## src/rtl/tcw_pkg.sv

```systemverilog
`timescale 1ns / 1ps

package tcw_pkg;

  localparam int ROW_W      = 5;
  localparam int COL_W      = 7;
  localparam int GLYPH_W    = 8;
  localparam int IN_TDATA_W = 24;
  localparam int OUT_TDATA_W = 48;

  localparam logic [GLYPH_W-1:0] CH_BELL      = 8'd7;
  localparam logic [GLYPH_W-1:0] CH_BACKSPACE = 8'd8;
  localparam logic [GLYPH_W-1:0] CH_TAB       = 8'd9;
  localparam logic [GLYPH_W-1:0] CH_NEWLINE   = 8'd10;
  localparam logic [GLYPH_W-1:0] CH_VTAB      = 8'd11;
  localparam logic [GLYPH_W-1:0] CH_FORMFEED  = 8'd12;
  localparam logic [GLYPH_W-1:0] CH_RETURN    = 8'd13;
  localparam logic [GLYPH_W-1:0] CH_SPACE     = 8'd32;

  typedef enum logic [2:0] {
    CMD_READ,
    CMD_GLYPH,
    CMD_BS,
    CMD_NL,
    CMD_CR,
    CMD_NOP
  } cmd_kind_e;

  typedef struct packed {
    cmd_kind_e            kind;
    logic [GLYPH_W-1:0]   glyph;
    logic [ROW_W-1:0]     row;
    logic [COL_W-1:0]     col;
  } cmd_t;

  // first field in the highest bits
  typedef struct packed {
    logic [GLYPH_W-1:0] read_glyph;
    logic [COL_W-1:0]   cursor_col;
    logic [ROW_W-1:0]   cursor_row;
    logic               scrolled;
    logic [GLYPH_W-1:0] written_glyph;
    logic [COL_W-1:0]   written_col;
    logic [ROW_W-1:0]   written_row;
    logic               cell_written;
  } result_t;

  localparam int OUT_PAD_W = OUT_TDATA_W - $bits(result_t);

  typedef enum logic [1:0] {
    ST_INIT,
    ST_IDLE,
    ST_READ,
    ST_SCROLL
  } back_state_e;

endpackage

```

## src/rtl/tcw_front.sv

```systemverilog
`timescale 1ns / 1ps

module tcw_front
  import tcw_pkg::*;
(
  input  logic                  s_axis_tvalid,
  output logic                  s_axis_tready,
  input  logic [IN_TDATA_W-1:0] s_axis_tdata,
  input  logic                  s_axis_tuser,
  input  logic                  init_busy_i,
  input  logic                  q_full_i,
  output logic                  push_o,
  output cmd_t                  cmd_o
);

  logic [GLYPH_W-1:0] char_code;

  assign char_code     = s_axis_tdata[GLYPH_W-1:0];
  assign s_axis_tready = !q_full_i && !init_busy_i;
  assign push_o        = s_axis_tvalid && s_axis_tready;

  always_comb begin
    cmd_o.glyph = char_code;
    cmd_o.row   = s_axis_tdata[GLYPH_W +: ROW_W];
    cmd_o.col   = s_axis_tdata[GLYPH_W+ROW_W +: COL_W];
    if (s_axis_tuser) begin
      cmd_o.kind = CMD_READ;
    end else begin
      unique case (char_code)
        CH_BACKSPACE: cmd_o.kind = CMD_BS;
        CH_NEWLINE:   cmd_o.kind = CMD_NL;
        CH_RETURN:    cmd_o.kind = CMD_CR;
        CH_BELL, CH_TAB, CH_VTAB, CH_FORMFEED: cmd_o.kind = CMD_NOP;
        default:      cmd_o.kind = CMD_GLYPH;
      endcase
    end
  end

endmodule

```

## config.mk

```make
export PLATFORM = sky130hd
export DESIGN_NAME = tcw_front
export DESIGN_NICKNAME = d
export VERILOG_FILES = /design/src/rtl/tcw_pkg.sv /design/src/rtl/tcw_front.sv
export SDC_FILE = /design/constraint.sdc
export NUM_CORES = 1
export LEC_CHECK = 0
export ABC_AREA = 1
export BUFFER_PORTS_ARGS = -buffer_cell sky130_fd_sc_hd__buf_2
export CELL_PAD_IN_SITES_DETAIL_PLACEMENT = 0
export CELL_PAD_IN_SITES_GLOBAL_PLACEMENT = 1
export CORE_ASPECT_RATIO = 1.1
export CORE_UTILIZATION = 16
export DETAILED_ROUTE_END_ITERATION = 16
export PLACE_DENSITY = 0.95
export SYNTH_ARGS = -nofsm -noshare
export SYNTH_HDL_FRONTEND = slang
export SYNTH_SLANG_ARGS = --single-unit
```

## constraint.sdc

```tcl
create_clock -name vclk -period 1.4
set_input_delay 0.28 -clock vclk [all_inputs]
set_output_delay 0.28 -clock vclk [all_outputs]
set_load 0.05 [all_outputs]
```

## Yosys cells after proc, flatten, opt, wreduce, memory -nomap -nowiden

Cells that the tools add are included.

- Input port bits: 28
- Logic and storage cells: 14
- Output and inout bits: 25
- Bits in registers: 0

- Multiplexer cells: 2
- Eq/ne operators: 7
- Reduce and logical (&&, ||, !) cells: 5

Operators by type and width:

| operator | number |
|---|---|
| $eq 8x4->1 const B | 6 |
| $pmux 3 s4 | 1 |
| $eq 8x3->1 const B | 1 |
| $reduce_or 4->1 | 1 |
| $mux 3 | 1 |
| $logic_and 1x1->1 | 2 |
| $logic_not 1->1 | 2 |

## Logic depth before layout (Yosys ltp)

Gate-level depths: netlist of the first run.

- Depth in word-level cells: 4
- Gate-level depth with buffers: 6
- Mapped depth without buffers: 6

## Worst setup path after synthesis of the first run

No wires, ideal clock.

- Path type: input-to-output
- Start: in init_busy_i
- End: out push_o
- Cell stages on the path: 1
- Buffers on the path: 0
- Setup slack: -0.318 ns
- Data arrival time: 1.438 ns
- Cell sequence: nor3b_1

- Word-level cells in the longest chain between the ends: 3

Ends and longest elaborated chain:

| what | line | RTL |
|---|---|---|
| from (decl) | tcw_front.sv:10 | `input logic init_busy_i,` |
| $logic_not 1->1 | tcw_front.sv:19 | `assign s_axis_tready = !q_full_i && !init_busy_i;` |
| $logic_and 1x1->1 | tcw_front.sv:19 |  |
| $logic_and 1x1->1 | tcw_front.sv:20 | `assign push_o = s_axis_tvalid && s_axis_tready;` |
| to (decl) | tcw_front.sv:12 | `output logic push_o,` |

Every way passes these cells.

==> results.yml, run 1 <==
layout:
  diodes: 0
  nets: 90
  multi_input_area_sq_um: 125
  n_fill_cell: 215
  seq_area_sq_um: 0
  instances_no_fill: 78
  syn2layout_area_growth_pct: 13.0
  nClkBuffers: 0
  final_cell_mix: "buf_2 (22), inv_1 (9), nand2_1 (9)"
  final_common_cell: "buf_2"
  final_area_sq_um: 337
  final_layout_size_suffix_gt1_frac: 0.567
  seq_cell_count: 0
timing:
  worstMarginPinSlew_ns: 0.252
  finalSetupViolCount: 0
  rsz0062_at_grt: "true"
  setup_slack_ns: 0.0854
  period_minus_slack_ns: 1.31
  maxSlewHeadroom: 0.833
  max_freq_ghz: 0.761
  slew_viol_final: 0
  tns_ns: 0
  fin_crit_sh: 0.939
  hold_viol_final: 0
yosys:
  synth_top_family_by_area: "buffers and inverters"
  ys_types: 11
  yosysTopAreaCellShare: 0.504
  synthSimpleGateAreaFrac: 0.340
  ys_seq_area_frac: 0
  synth_compound_gate_area_share: 0.0294
  synthesis.nets: 81
  synthMuxAreaShare: 0
  avgSynthCellArea_sq_um: 5.62
  yosys-top-cells-area: "buf_4 (50%), inv_1 (11%), nand2_1 (11%)"
  netlist_area_sq_um: 298
  yosysTopAreaCell: "buf_4"
  synth_xor_area_frac: 0
  synth_warnings: 0
  synth_fa_ha_area_frac: 0
  synthCells: 53
drt:
  drtPass1Iterations: 2
  drt_wl_total_microns: 507
  dr_total_vias: 292
  wl_per_cell_microns: 6.50
  drtAntennaViolNets: 0
  first_iter_violations: 1
  route.detailed.drc: 0
  viasPerCell: 3.74
critical_path:
  cp.arrival_ns: 1.03
  critical_path.max_fanout: 4
  startpoint: "s_axis_tdata[6]"
  endpoint_kind: "output port"
  worst_ep_required_time_ns: 1.12
  criticalPathCategory: "in2out"
  setup.worst_path.start_class: "input pin"
  endpoint: "cmd_o[22]"
global_routing:
  grt_first_pass_wirelength_microns: 738
  grt_max_degree: 6
  antenna_found_initial: 0
  overflow: 0
  track_usage: 0.0442
  grt_pass1_vias: 207
floorplanning:
  die_area_sq_um: 2040
  die_x_microns: 43.1
  start_util: 0.169
  boundaryPins: 53
  num_rows: 16
  dieHeight_microns: 47.2
  core_area_sq_um: 1760
worst_hold_path:
  hp-class: "in2out"
clock_network:
  cts_setup_buffers: 0
  ctsHoldBuffers: 0
placement:
  io_buffers: 25
  dpl-instance-area_sq_um: 320
  dp_cells: 78
  dp_slack_ns: -0.0567
  gp_congestion: 0.563
pwr:
  p_per_area_nw_per_um2: 384
  leakage_nw: 0.216
  vdd_drop_max_v: 0.000108
run_status:
  status: "completed"
job:
  maxCapViolCount: 0
stage by stage:
step	hold slack, ns	util	power, mW
final	0.560	0.191	0.129
after global placement	0.560	0.182	0.126
after floorplan	0.648	-	0.190
after CTS	0.560	0.185	0.128
after detailed placement	0.560	0.182	0.128
after global routing	0.560	0.191	0.138
how the worst min path moves through the flow:
stage                      from        end  slack, ns  depth (start not counted)
2_1_floorplan      s_axis_tuser  cmd_o[22]       0.65                          1
3_3_place_gp   s_axis_tdata[13]   cmd_o[0]       0.56                          0
3_5_place_dp   s_axis_tdata[13]   cmd_o[0]       0.56                          0
4_1_cts        s_axis_tdata[13]   cmd_o[0]       0.56                          0
5_1_grt         s_axis_tdata[9]   cmd_o[8]       0.56                          0
6_report       s_axis_tdata[11]  cmd_o[10]       0.56                          0
critical path: stages:
cell     delay (ns)
buf_2          0.10
inv_1          0.04
nand2_1        0.07
nor2_4         0.14
nand2_1        0.09
a21oi_2        0.14
buf_6          0.17
where the power goes:
part	switching, mW	leakage, nW	internal (mW)
clock network	0	0	0
logic	0.0921	0.216	0.0372
registers	0	0	0
cells by family (layout without fill, tap and decap cells):
kind of cell	Yosys count	count (layout)
compound gates	1	1
buf+inv	30	37
simple gates	22	22
synthesized netlist by cell type:
cell type	count
a21oi_2	1
buf_4	20
inv_1	9
inv_2	1
nand2_1	9
nand3_1	3
nand4_1	1
nor2_1	6
nor2_2	1
nor3_2	1
nor3b_1	1
final cells by class:
class,count,area share
repair buffers,27,0.450
multi-input cells,23,0.372
inverters,10,0.112
well taps,18,0.0669
routing by layer:
metal | GRT usage | wire (microns) | vias to the layer above
li1 | - | - | 153
met1 | 0.0427 | 191 | 116
met2 | 0.101 | 240 | 23
met3 | 0 | 74 | 0
met4 | 0.0121 | 0 | 0
met5 | 0 | 0 | -
repair_timing:
item                       CTS  global route
setup endpoints to repair    1             3
resized for setup            2             4
pin swaps                    0             2
No activity file was read; power rests on OpenSTA's default activity.
==> run 2: changes to the inputs <==
--- a/config.mk
+++ b/config.mk
@@ -10,6 +10,7 @@
 export CELL_PAD_IN_SITES_DETAIL_PLACEMENT = 0
 export CELL_PAD_IN_SITES_GLOBAL_PLACEMENT = 1
 export CORE_ASPECT_RATIO = 1.1
+export CORE_MARGIN = 8
 export CORE_UTILIZATION = 16
 export DETAILED_ROUTE_END_ITERATION = 16
 export PLACE_DENSITY = 0.95
==> run 2 against run 1 <==
Maximum frequency down 1.1%; cell area down 4.5%; wire length rose by 35%; largest power group unchanged; first-iteration DRC count rose to 3.0 times the previous value; final cell count is 2.6% lower; non-clock buffer count decreased by 2; worst hold slack did not move; combinational power barely moved; count of clock-buffer cells in the layout stayed put; setup slack got worse by 0.015 ns.
==> results.yml, run 2 (synthesis gave the netlist of run 1 again) <==
run_status:
  status: "completed"
pwr:
  swShare: 0.732
  clock_power_share: 0
  p_per_area_nw_per_um2: 392
  power_frac_comb: 1.000
  leakage_nw: 0.207
  power_frac_seq: 0
  internal-power_mw: 0.0338
  total_power_mw: 0.126
  vdd_drop_max_v: 0.0000924
  p_sw_mw: 0.0922
drt:
  drtAntennaViolNets: 0
  dr_total_vias: 283
  wl_per_cell_microns: 9.03
  route.detailed.drc: 0
  viasPerCell: 3.72
  drtPass1Iterations: 4
  drt_wl_total_microns: 686
  first_iter_violations: 3
placement:
  gp_congestion: 0.582
  dpl.hpwl_microns: 645
  io_buffers: 25
layout:
  seq_cell_count: 0
  nets: 88
  final_layout_size_suffix_gt1_frac: 0.552
  syn2layout_area_growth_pct: 7.98
  seq_area_sq_um: 0
  diodes: 0
  final_cell_mix: "buf_2 (22), inv_1 (9), nand2_1 (9)"
  n_fill_cell: 212
  multi_input_area_sq_um: 125
  nClkBuffers: 0
  final_common_cell: "buf_2"
worst_hold_path:
  min_path_cells: 0
  hp-class: "in2out"
clock_network:
  cts_setup_buffers: 0
floorplanning:
  start_util: 0.169
  die_x_microns: 57.1
  boundaryPins: 53
  die_area_sq_um: 3500
  dieHeight_microns: 61.2
  num_rows: 16
  core_area_sq_um: 1760
timing:
  finalSetupViolCount: 0
  hold_slack_ns: 0.560
  rsz0062_at_grt: "false"
  period_minus_slack_ns: 1.33
  worstMarginPinSlew_ns: 0.252
  slew_viol_final: 0
  hold_viol_final: 0
  maxSlewHeadroom: 0.833
  fin_crit_sh: 0.950
  tns_ns: 0
  max_freq_ghz: 0.752
job:
  maxCapViolCount: 0
critical_path:
  worst_ep_required_time_ns: 1.12
  cp.arrival_ns: 1.05
  startpoint: "s_axis_tdata[6]"
  critical_path.max_fanout: 4
  endpoint: "cmd_o[22]"
  criticalPathCategory: "in2out"
  setup.worst_path.start_class: "input pin"
  endpoint_kind: "output port"
global_routing:
  track_usage: 0.0375
  grt_pass1_vias: 302
  grt_first_pass_wirelength_mm: 1.19
  grt_max_degree: 6
  antenna_found_initial: 0
  overflow: 0
-- run 2: cell types whose count changed in the layout (fill, tap and decap cells not counted), sizes merged --
cell,change
clkbuf,-1
buf,-1
-- run 2: layout make-up --
cell class | instances | share of cell area
inverters | 10 | 0.117
multi-input cells | 23 | 0.389
well taps | 18 | 0.0700
repair buffers | 25 | 0.424
-- run 2: worst min-delay path by stage --
stage | from | to | slack [ns]
2_1_floorplan | s_axis_tuser | cmd_o[22] | 0.65
3_3_place_gp | s_axis_tdata[13] | cmd_o[0] | 0.56
3_5_place_dp | s_axis_tdata[13] | cmd_o[0] | 0.56
4_1_cts | s_axis_tdata[13] | cmd_o[0] | 0.56
5_1_grt | s_axis_tdata[9] | cmd_o[8] | 0.56
6_report | s_axis_tdata[11] | cmd_o[10] | 0.56
-- run 2: through the flow --
step / area [sq um] / cells / setup WS [ns] / util
floorplan: 308 / 53 / 0.0339 / -
global placement: 305 / 76 / -0.0482 / 0.173
detailed placement: 305 / 76 / -0.0613 / 0.173
CTS: 312 / 76 / 0.00588 / 0.177
global route: 322 / 76 / 0.00185 / 0.183
finish: 322 / 76 / 0.0702 / 0.183
-- run 2: what timing repair did --
item	4_1_cts	5_1_grt
endpoints found under the setup margin	1	3
hold buffers	0	0
gates resized for setup	2	5
pin swaps	0	1
-- run 2: critical path: stages --
cell	delay, ns
buf_2	0.10
inv_1	0.04
nand2_1	0.07
nor2_4	0.14
nand2_1	0.09
a21oi_2	0.15
buf_6	0.17
-- run 2: per-layer routing --
metal / track usage / wire length, microns
met5: 0 / 0
met4: 0.0101 / 4
met3: 0.0144 / 94
met2: 0.0605 / 259
met1: 0.0456 / 328
-- run 2: power by group through the flow --
stage / clock, mW / sequential [mW] / combinational, mW
after global placement: 0 / 0 / 0.124
final: 0 / 0 / 0.126
after floorplan: 0 / 0 / 0.190
after detailed placement: 0 / 0 / 0.125
after global routing: 0 / 0 / 0.136
after CTS: 0 / 0 / 0.125
