--- src/rtl/tcw_pkg.sv ---
`timescale 1ns / 1ps

package tcw_pkg;

  localparam int ROW_W      = 5;
  localparam int COL_W      = 7;
  localparam int GLYPH_W    = 8;
  localparam int IN_TDATA_W = 24;
  localparam int OUT_TDATA_W = 48;

  localparam logic [GLYPH_W-1:0] CH_BELL      = 8'd7;
  localparam logic [GLYPH_W-1:0] CH_BACKSPACE = 8'd8;
  localparam logic [GLYPH_W-1:0] CH_TAB       = 8'd9;
  localparam logic [GLYPH_W-1:0] CH_NEWLINE   = 8'd10;
  localparam logic [GLYPH_W-1:0] CH_VTAB      = 8'd11;
  localparam logic [GLYPH_W-1:0] CH_FORMFEED  = 8'd12;
  localparam logic [GLYPH_W-1:0] CH_RETURN    = 8'd13;
  localparam logic [GLYPH_W-1:0] CH_SPACE     = 8'd32;

  typedef enum logic [2:0] {
    CMD_READ,
    CMD_GLYPH,
    CMD_BS,
    CMD_NL,
    CMD_CR,
    CMD_NOP
  } cmd_kind_e;

  typedef struct packed {
    cmd_kind_e            kind;
    logic [GLYPH_W-1:0]   glyph;
    logic [ROW_W-1:0]     row;
    logic [COL_W-1:0]     col;
  } cmd_t;

  // first field in the highest bits
  typedef struct packed {
    logic [GLYPH_W-1:0] read_glyph;
    logic [COL_W-1:0]   cursor_col;
    logic [ROW_W-1:0]   cursor_row;
    logic               scrolled;
    logic [GLYPH_W-1:0] written_glyph;
    logic [COL_W-1:0]   written_col;
    logic [ROW_W-1:0]   written_row;
    logic               cell_written;
  } result_t;

  localparam int OUT_PAD_W = OUT_TDATA_W - $bits(result_t);

  typedef enum logic [1:0] {
    ST_INIT,
    ST_IDLE,
    ST_READ,
    ST_SCROLL
  } back_state_e;

endpackage

--- src/rtl/tcw_queue.sv ---
`timescale 1ns / 1ps

module tcw_queue
  import tcw_pkg::*;
(
  input  logic clk_i,
  input  logic rst_ni,
  input  logic push_i,
  input  cmd_t data_i,
  output logic full_o,
  input  logic pop_i,
  output logic valid_o,
  output cmd_t data_o
);

  // two-entry queue between front and back
  cmd_t       entry_q [2];
  logic       wr_ptr_q, wr_ptr_d;
  logic       rd_ptr_q, rd_ptr_d;
  logic [1:0] cnt_q, cnt_d;

  assign full_o  = cnt_q == 2'd2;
  assign valid_o = cnt_q != 2'd0;
  assign data_o  = entry_q[rd_ptr_q];

  always_comb begin
    wr_ptr_d = push_i ? !wr_ptr_q : wr_ptr_q;
    rd_ptr_d = pop_i ? !rd_ptr_q : rd_ptr_q;
    cnt_d    = cnt_q + 2'(push_i) - 2'(pop_i);
  end

  always_ff @(posedge clk_i or negedge rst_ni) begin
    if (!rst_ni) begin
      wr_ptr_q <= 1'b0;
      rd_ptr_q <= 1'b0;
      cnt_q    <= 2'd0;
    end else begin
      wr_ptr_q <= wr_ptr_d;
      rd_ptr_q <= rd_ptr_d;
      cnt_q    <= cnt_d;
    end
  end

  always_ff @(posedge clk_i) begin
    if (push_i) begin
      entry_q[wr_ptr_q] <= data_i;
    end
  end

endmodule

--- config.mk ---
export PLATFORM = sky130hd
export DESIGN_NAME = tcw_queue
export DESIGN_NICKNAME = d
export VERILOG_FILES = /design/src/rtl/tcw_pkg.sv /design/src/rtl/tcw_queue.sv
export SDC_FILE = /design/constraint.sdc
export NUM_CORES = 1
export LEC_CHECK = 0
export ABC_AREA = 1
export BUFFER_PORTS_ARGS = -buffer_cell sky130_fd_sc_hd__buf_2
export CAP_MARGIN = 25
export CORE_ASPECT_RATIO = 1.5
export CORE_UTILIZATION = 40
export CTS_BUF_LIST = sky130_fd_sc_hd__clkbuf_16
export CTS_CLUSTER_SIZE = 10
export DETAILED_ROUTE_END_ITERATION = 7
export MAX_ROUTING_LAYER = met4
export PLACE_DENSITY = 0.75
export RECOVER_POWER = 100
export SLEW_MARGIN = 0
export SYNTH_ARGS = -nofsm -noshare
export SYNTH_HDL_FRONTEND = slang
export SYNTH_SLANG_ARGS = --single-unit
--- constraint.sdc ---
create_clock -name clk_i -period 4.3 [get_ports clk_i]
set_input_delay 0.86 -clock clk_i [delete_from_list [all_inputs] [get_ports clk_i]]
set_output_delay 0.86 -clock clk_i [all_outputs]
set_load 0.05 [all_outputs]
; Word level (Yosys, flattened, before mapping)
; Memory sizes are Yosys's and may differ from the RTL's.
; Index checks and enable logic that the tools add are counted.
[totals]
ff_bits = 4
latchBits = 0
ramBits = 46
rom_bits = 0
out_inout_bits = 25
wordCells = 12
memories = 1
[memory_table]
columns = memory, depth, width, read_ports, rd_clocked_by_memory_dff, wr, line
row1 = entry_q, 2, 23, 1, 0, 1, tcw_queue.sv:17  ; cmd_t entry_q [2];
[classes]
n_addsub = 2
n_mul = 0
n_div = 0
magnitude_cmp = 0
n_eq_ne = 1
shifts = 0
mux = 2
n_bitwise = 0
reduce_logical = 3
[ops]
columns = operator, n
row1 = $add A2 B1 Y2, 1
row2 = $eq A2 B2 Y1 const B, 1
row3 = $logic_not A1 Y1, 2
row4 = $mux W1, 2
row5 = $reduce_bool A2 Y1, 1
row6 = $sub A2 B1 Y2, 1

; Longest topological paths before layout
; Gate-level depths: netlist of the first run.
[depth]
word_depth = 2
ltp_mapped = 7

; Worst setup path before layout of the first run
; No wires, ideal clock.
[synth_timing]
path_kind = register to output
from = register rd_ptr_q
to = output data_o[17] (netlist name)
arrival_ns = 1.640
required_time_ns = 3.440
setup_slack_ns = 1.800
stages_incl_launch_ff = 3
cell_sequence = dfrtp_1 buf_2 o21ai_0
[synth_lines]
columns = element, line
row1 = start: declaration, tcw_queue.sv:19  ; logic rd_ptr_q, rd_ptr_d;
row2 = start signal: assignment, tcw_queue.sv:39  ; rd_ptr_q <= rd_ptr_d;
row3 = end: declaration, tcw_queue.sv:13  ; output cmd_t data_o

==> results.md, run 1 <==
Run status:
- The flow ran to the end, but the final reports show violations.
- The final reports fail on capacitance limit, slew limit.

Layout:
- The total inserted antenna cells is 0.
- In the final layout, flip-flops and latches occupy 1481 um2.
- The non-filler instance count after layout is 264.
- The most frequent standard cell in the layout excluding fill and tap cells is sky130_fd_sc_hd__edfxtp_1.
- In the final layout, the share of cells above drive strength 1 is 0.1750.
- The library cells used most frequently in the layout, excluding fill and tap cells, are 46 x sky130_fd_sc_hd__edfxtp_1, 32 x sky130_fd_sc_hd__clkbuf_1, 30 x sky130_fd_sc_hd__inv_1, 30 x sky130_fd_sc_hd__nand2_1, 20 x sky130_fd_sc_hd__buf_2.
- In the final layout, the multi-input gates occupy 320.3 um2.
- After routing the design area is 2351 um2.
- The number of fill cells is 432.
- After the last flow step, the layout net total stands at 228.
- The layout-stage area growth over the synthesis result is 19.68%.

Logic synthesis:
- The cell area after synthesis is 1964 um2.
- The total nets after synthesis is 174.
- The share of synthesized area occupied by flip-flops and latches is 0.7541.
- The per-instance average area after synthesis is 13.55 um2.
- The synthesized netlist cell count is 145.
- During synthesis, Yosys emitted a total of 0 warnings.
- In this run, synthesis produced a sequential element count of 50.
- The distinct cell type count after synthesis is 13.

Timing:
- The slew of the pin with the lowest slew margin is 1.523 ns.
- Setup violations remaining at the end of the flow were counted as 0.
- Setup repair after global routing left no endpoint under its margin.
- The achievable frequency is 0.3055 GHz.
- The clock period minus final worst setup slack is 3.274 ns.
- After routing, the total negative slack on setup checks comes to 0 ns.
- The portion of the clock cycle consumed by the worst path in the final layout is 0.7613.
- The max-slew violation count is 48.
- Headroom to the max-slew limit came out at -0.01561.
- After layout, the worst setup slack is 1.026 ns.
- The count of endpoints failing hold in the final timing report is 0.
- The post-route clock skew is 0.003369 ns.

Route:
- The final wirelength is 3131 um.
- The detailed router's first-iteration violation count is 51.
- After detailed routing, the average wire length per cell comes to 11.86 um.
- After detailed routing, the number of vias per cell comes to 4.337.
- The number of search-and-repair iterations in the first detailed-routing pass is 4.
- Summing over every cut layer, the via total after detailed routing is 1145.
- Once detail routing completed, the nets flagged for antenna violations numbered 0.
- For this run, design rule violations remaining after detail routing come to 0.

Clock tree:
- The TritonCTS sink count is 50.
- The buffer depth of the longest clock path is 2.
- The number of clock buffers added by TritonCTS is 5.
- The clock reaches the later pin of the worst-skew pair after 0.28 ns.
- The number of post-CTS setup repair buffers is 0.
- The number of hold-repair buffers added at the cts stage is 0.
- Clock tree synthesis selected as its root buffer the cell sky130_fd_sc_hd__clkbuf_16.
- The CTS tree is built.
- The H-tree depth is 2.
- In this run, post-CTS repair resized a total of 0 instances.
- Clock-pin slew was measured on the worst setup and hold paths at 0.06 ns.

Placement:
- OpenSTA, run right after detailed placement, puts the worst setup slack at 1.970 ns.
- The count of placed standard cells including taps is 256.
- Once placement finished, the instance area stood at 2268 um2.
- Detailed placement finished with a half-perimeter wire length of 2174 um.
- The final weighted congestion in routability-driven placement is 0.7707.
- The count of buffers from port buffering is 51.

Critical path:
- The worst stage delay on the critical path is 1.36 ns.
- The number of buffers and inverters on the critical path is 1.
- The cell class contributing the biggest share of worst-path delay is flip-flops.
- The critical path data arrival time is 2.41 ns.
- The slowest cell on the critical path is sky130_fd_sc_hd__dfrtp_1.
- The worst setup path is captured at an output pin.
- Walking the worst path, the cells encountered are nand2_1 -> o21ai_2 -> clkbuf_1.
- The type of the setup path with the least slack is reg2out.
- The maximum fanout count along the critical path is 47.
- At the worst endpoint, the required time is 3.44 ns.
- The type of origin of the critical path is a flip-flop.

GRT:
- Global routing finished with a remaining overflow of 0.
- Across every metal layer, demand over resource in global routing totals 0.1341.
- The first global-routing pass estimated 4754 um of wire.
- Entering global routing, the biggest net connects 48 pins.
- The number of global-route vias before repair is 1026.
- The number of antenna violations at the first check in global routing is 0.

Floorplan:
- The die area is 5201 um2.
- The area of the placeable core is 4617 um2.
- The die height is 87.83 um.
- The floorplan has 30 rows.
- The effective utilization at floorplan is 0.4255.
- The die width is 59.22 um.
- The number of placed I/O pins is 52.

Run:
- The number of maximum-capacitance violations is 1.

Power:
- The total power density per cell area is 792.9 nW/um2.
- Summing internal, switching and leakage power gives 0.001864 W.
- In this run the static leakage power is 0.9646 nW.
- VDD sags by at most 0.5008 mV.

Min path:
- The type of the worst min-delay path is in2async.
[cell families (layout without fill, tap and decap cells)]
kind of cell    after synthesis  count (layout)  share of synthesized area
xor+xnor                      2               2                   0.008919
flops                        50              50                     0.7541
simple gates                 33              33                    0.06369
compound gates               23              23                    0.07770
fa+ha+maj                     2               2                    0.01274
buf+inv                      35              90                    0.08280
[final cells by class]
cell class	instances	area share
Inverter	30	0.04790
Multi-Input combinational cell	60	0.1362
Sequential cell	50	0.6301
Tap cell	64	0.03406
Timing Repair Buffer	52	0.09367
Clock buffer	5	0.05322
Clock inverter	3	0.004790
[routing by layer]
| metal | vias up | routed length [um] | global-route usage |
|---|---|---|---|
| li1 | 586 | - | - |
| met1 | 527 | 1280 | 0.1458 |
| met2 | 28 | 1662 | 0.2257 |
| met3 | 4 | 116 | 0.02659 |
| met4 | 0 | 72 | 0.07143 |
| met5 | - | 0 | - |
[report_power, final]
| part | total (W) | leakage [nW] | internal [W] | switching, W |
|---|---|---|---|---|
| Combinational | 0.000759 | 0.420 | 0.000147 | 0.000612 |
| Sequential | 0.000744 | 0.479 | 0.000651 | 0.0000938 |
| Clock | 0.000361 | 0.0663 | 0.000209 | 0.000151 |
[through the flow]
step | utilization | hold slack [ns]
after floorplan | - | 0.4634
after global placement | 0.4881 | 0.4946
after detailed placement | 0.4913 | 0.5112
after CTS | 0.5209 | 0.3769
after global routing | 0.5092 | 0.4211
final | 0.5092 | 0.4153
[cells in the mapped netlist]
library cell	count	area [um2]
sky130_fd_sc_hd__o21ai_2	10	87.58
sky130_fd_sc_hd__buf_6	4	45.04
sky130_fd_sc_hd__ha_1	2	25.02
sky130_fd_sc_hd__edfxtp_1	46	1381
sky130_fd_sc_hd__dfrtp_1	4	100.1
sky130_fd_sc_hd__o21ai_0	7	35.03
sky130_fd_sc_hd__xor2_1	2	17.52
sky130_fd_sc_hd__nand2_1	30	112.6
sky130_fd_sc_hd__buf_2	1	5.000
sky130_fd_sc_hd__inv_1	30	112.6
sky130_fd_sc_hd__nand3_1	1	5.000
sky130_fd_sc_hd__nor2_1	2	7.510
sky130_fd_sc_hd__o21ai_1	6	30.03
[path summary, 6_finish.rpt]
check,from,end,slack [ns],depth (start not counted)
setup / recovery,rd_ptr_q,data_o[7],1.03,3
hold / removal,rst_ni,wr_ptr_q,0.42,1
setup reg to reg,wr_ptr_q,entry_q[0][1],2.16,2
hold reg to reg,wr_ptr_q,wr_ptr_q,0.50,1
max in group asynchronous,rst_ni,cnt_q[0],3.68,1
min in group clk_i,wr_ptr_q,wr_ptr_q,0.50,1
[flip-flops by register name (all words and copies together) (netlist names)]
register and flops:
entry_q 46, cnt_q 2, rd_ptr_q 1, wr_ptr_q 1
Power figures use the tool's default switching activity.
==> inputs of run 2 (changes only) <==
--- a/config.mk
+++ b/config.mk
@@ -14,7 +14,7 @@
 export CTS_CLUSTER_SIZE = 10
 export DETAILED_ROUTE_END_ITERATION = 7
 export MAX_ROUTING_LAYER = met4
-export PLACE_DENSITY = 0.75
+export PLACE_DENSITY = 0.78
 export RECOVER_POWER = 100
 export SLEW_MARGIN = 0
 export SYNTH_ARGS = -nofsm -noshare
==> constraint.sdc (replaced) <==
create_clock -name clk_i -period 2.9 [get_ports clk_i]
set_input_delay 0.58 -clock clk_i [delete_from_list [all_inputs] [get_ports clk_i]]
set_output_delay 0.58 -clock clk_i [all_outputs]
set_load 0.05 [all_outputs]
==> run 2 against run 1 <==
Net effect:
- the run now ends clean
- core utilization increased by 0.22 points
- sequential share of layout area decreased by 0.21 points
- combinational power increased by 54%
- register-to-register slack got worse by 1.4 ns
- die area unchanged
- global-route usage about the same
- routed wire length decreased by 0.57%
- first-iteration DRC count decreased by 61%
- critical endpoint is now data_o[6]
- largest cell class unchanged
==> results.md, run 2 (synthesis gave the netlist of run 1 again) <==
Critical path:
- The type of origin of the critical path is a flip-flop (unchanged).
- Cells traversed along the worst timing path: clkbuf_2 -> nand2_1 -> o21ai_2 -> clkbuf_2 (was nand2_1 -> o21ai_2 -> clkbuf_1).
- The reg-to-reg startpoint is wr_ptr_q (unchanged).
- The maximum fanout count along the critical path is 32 (was 47).
- The required time at the worst-slack endpoint is 2.32 ns (was 3.44 ns).
- The cell repeated most along the worst path is sky130_fd_sc_hd__clkbuf_2.
- The worst reg2reg path endpoint is entry_q[0][16] (was entry_q[0][1]).
- The critical path data arrival time is 1.90 ns (was 2.41 ns).
- The kind of capture point of the worst setup path is an output pin (unchanged).
- The type of the setup path with the least slack is reg2out (unchanged).
- The worst reg-to-reg path cell count came to 2 (unchanged).
- The worst stage delay on the critical path was 0.68 ns (was 1.36 ns).
- The flop-to-flop setup slack is 0.77 ns (was 2.16 ns).
- The slowest cell on the critical path is sky130_fd_sc_hd__dfrtp_2 (was sky130_fd_sc_hd__dfrtp_1).

Floorplan:
- The die height is 87.83 um (unchanged).
- The die width is 59.22 um (unchanged).
- The die area is 5201 um2 (unchanged).
- The effective utilization at floorplan is 0.4255 (unchanged).
- The count of standard-cell rows is 30 (unchanged).
- The number of placed I/O pins is 52 (unchanged).
- The area of the placeable core is 4617 um2 (unchanged).

Timing:
- The slew of the pin with the lowest slew margin came to 0.9654 ns (was 1.523 ns).
- Of the available clock period, the critical path in the final layout requires 0.8542.
- The worst path needs 2.477 ns of the cycle, external delays included.
- The post-route clock skew is 0.002436 ns (was 0.003369 ns).
- The relative slew slack is 0.3540 (was -0.01561).
- For this run, the top clock speed supported by timing is 0.4037 GHz.
- Unrepaired setup endpoints after global routing: no (unchanged).
- The max-slew violation count is 0 (was 48).
- The number of failing setup endpoints in the final timing report was 0 (unchanged).
- The count of endpoints failing hold in the final timing report was 0 (unchanged).
- The sum of negative setup slack is 0 ns (unchanged).

Power:
- The worst IR drop on VDD is 0.6941 mV (was 0.5008 mV).
- The switching part of the total is 0.4588 (was 0.4600).
- The static leakage was 0.9881 nW (was 0.9646 nW).
- The internal power is 0.001492 W (was 0.001007 W).
- The total power density per cell area is 1168 nW/um2 (was 792.9 nW/um2).
- The clock power share is 0.189 (was 0.193).
- The sequential fraction of design power was 0.386 (was 0.399).
- The post-layout total power is 0.002757 W (was 0.001864 W).
- The logic gate share of total power was 0.424 (was 0.407).
- The switching power of the nets came to 0.001265 W (was 0.0008575 W).

Layout:
- Largest registers ranked by flip-flop count: entry_q: 46 flops, cnt_q: 2 flops (unchanged).
- The number of flip-flops in the largest register came to 46 (unchanged).
- The final instance area is 2361 um2 (was 2351 um2).
- The non-filler instance count after layout is 265 (was 264).
- The count of nets after finishing is 229 (was 228).
- The layout-stage area growth over the synthesis result was 20.19% (was 19.68%).
- The most frequent standard cell in the layout excluding fill and tap cells is sky130_fd_sc_hd__edfxtp_1 (unchanged).
- The layout cell share with drive strength beyond 1 was 0.1990 (was 0.1750).
- The most flop-heavy register is entry_q (unchanged).
- The total inserted antenna cells is 0 (unchanged).
- Commonest non-fill, non-tap cells in the layout: 46 x sky130_fd_sc_hd__edfxtp_1, 33 x sky130_fd_sc_hd__inv_1, 30 x sky130_fd_sc_hd__nand2_1 (was 46 x sky130_fd_sc_hd__edfxtp_1, 32 x sky130_fd_sc_hd__clkbuf_1, 30 x sky130_fd_sc_hd__inv_1, 30 x sky130_fd_sc_hd__nand2_1, 20 x sky130_fd_sc_hd__buf_2).

Route:
- The detailed router's first-iteration violation count is 20 (was 51).
- The average detailed-routed wire length per instance is 11.75 um (was 11.86 um).
- The number of design rule violations left after detail routing is 0 (unchanged).
- The remaining antenna violation count was 0 (unchanged).
- The per-cell via count in the routed design was 4.347 (was 4.337).
- The final wirelength is 3113 um (was 3131 um).
- The number of search-and-repair iterations in the first detailed-routing pass is 2 (was 4).
- The vias after detailed routing is 1152 (was 1145).

Clock tree:
- The TritonCTS buffer count is 5 (unchanged).
- The H-tree depth is 2 (unchanged).
- The clock-pin slew on the worst setup and hold paths came to 0.06 ns (about the same).
- The buffer cell driving the clock tree root is sky130_fd_sc_hd__clkbuf_16 (unchanged).
- The buffer depth of the longest clock path came to 2 (unchanged).
- The clock network latency to the later pin of the worst-skew pair is 0.28 ns (about the same).
- The number of hold-repair buffers added at the cts stage is 0 (unchanged).
- The number of post-CTS setup repair buffers came to 0 (unchanged).
- The CTS tree is built (unchanged).
- The TritonCTS sink count is 50 (unchanged).
- The count of instances resized after the clock tree is built is 0 (unchanged).

GRT:
- The global-route congestion overflow total is 0 (unchanged).
- The number of antenna violations at the first check in global routing is 0 (unchanged).
- The maximum number of pins on one net before global-route repair came to 33 (was 48).
- The overall routing resource usage came to 0.1342 (was 0.1341).
- The first-pass GRT wire length is 4733 um (was 4754 um).
- The number of global-route vias before repair is 1146 (was 1026).

Run status:
- Result of the run: complete, no violations (was finished, violations left).

Min path:
- The type of the worst min-delay path was in2async (unchanged).

Placement:
- The HPWL after detailed placement came to 2255 um (was 2174 um).
- The count of buffers from port buffering is 51 (unchanged).
- The final weighted congestion in routability-driven placement is 0.7195 (was 0.7707).
- The count of placed standard cells including taps is 257 (was 256).
- The cell area after placement was 2268 um2 (unchanged).

Run:
- The number of maximum-capacitance violations is 0 (was 1).
run 2: how the worst max path moves through the flow:
stage,start,to,depth (start not counted)
floorplan,rd_ptr_q,data_o[17],2
global placement,rd_ptr_q,data_o[9],4
detailed placement,rd_ptr_q,data_o[9],4
CTS,rd_ptr_q,data_o[9],4
global route,rd_ptr_q,data_o[5],4
finish,rd_ptr_q,data_o[6],4
run 2: critical path, delay by kind of cell, from the launching register on:
| kind | cells | cell delay, ns |
|---|---|---|
| buffers and inverters | 2 | 0.75 |
| and+or+nand+nor | 1 | 0.11 |
| DFF | 1 | 0.68 |
| AOI/OAI and AO/OA | 1 | 0.08 |
run 2: per-stage QoR:
| step | setup WS, ns | hold WS (ns) | utilization |
|---|---|---|---|
| floorplan | 0.6801 | 0.2844 | - |
| global placement | 0.8938 | 0.3913 | 0.4913 |
| detailed placement | 0.8639 | 0.3965 | 0.4913 |
| CTS | 0.5635 | 0.09883 | 0.5209 |
| global route | 0.2191 | 0.1487 | 0.5114 |
| finish | 0.4228 | 0.1366 | 0.5114 |
run 2: layout make-up:
class,instances,area [um2]
clock buffers,5,125.1
clock inverters,3,11.26
fillers,431,2256
inverters,30,112.6
multi-input cells,60,320.3
flip-flops and latches,50,1483
well taps,64,80.08
repair buffers,53,229.0
run 2: power groups by stage:
| stage | clock network, W | logic, W | registers [W] |
|---|---|---|---|
| after floorplan | 0 | 0.00106 | 0.00101 |
| after global placement | 0 | 0.00120 | 0.00108 |
| after detailed placement | 0 | 0.00123 | 0.00108 |
| after CTS | 0.000533 | 0.00123 | 0.00107 |
| after global routing | 0.000559 | 0.00126 | 0.00109 |
| final | 0.000522 | 0.00117 | 0.00107 |
run 2: routing by layer:
layer | part of all wire | global-route usage | vias to the layer above
met1 | 0.36 | 0.1136 | 531
met2 | 0.57 | 0.2441 | 29
li1 | - | - | 586
met4 | 0.026 | 0.08225 | 0
met3 | 0.041 | 0.04136 | 6
met5 | 0 | - | -
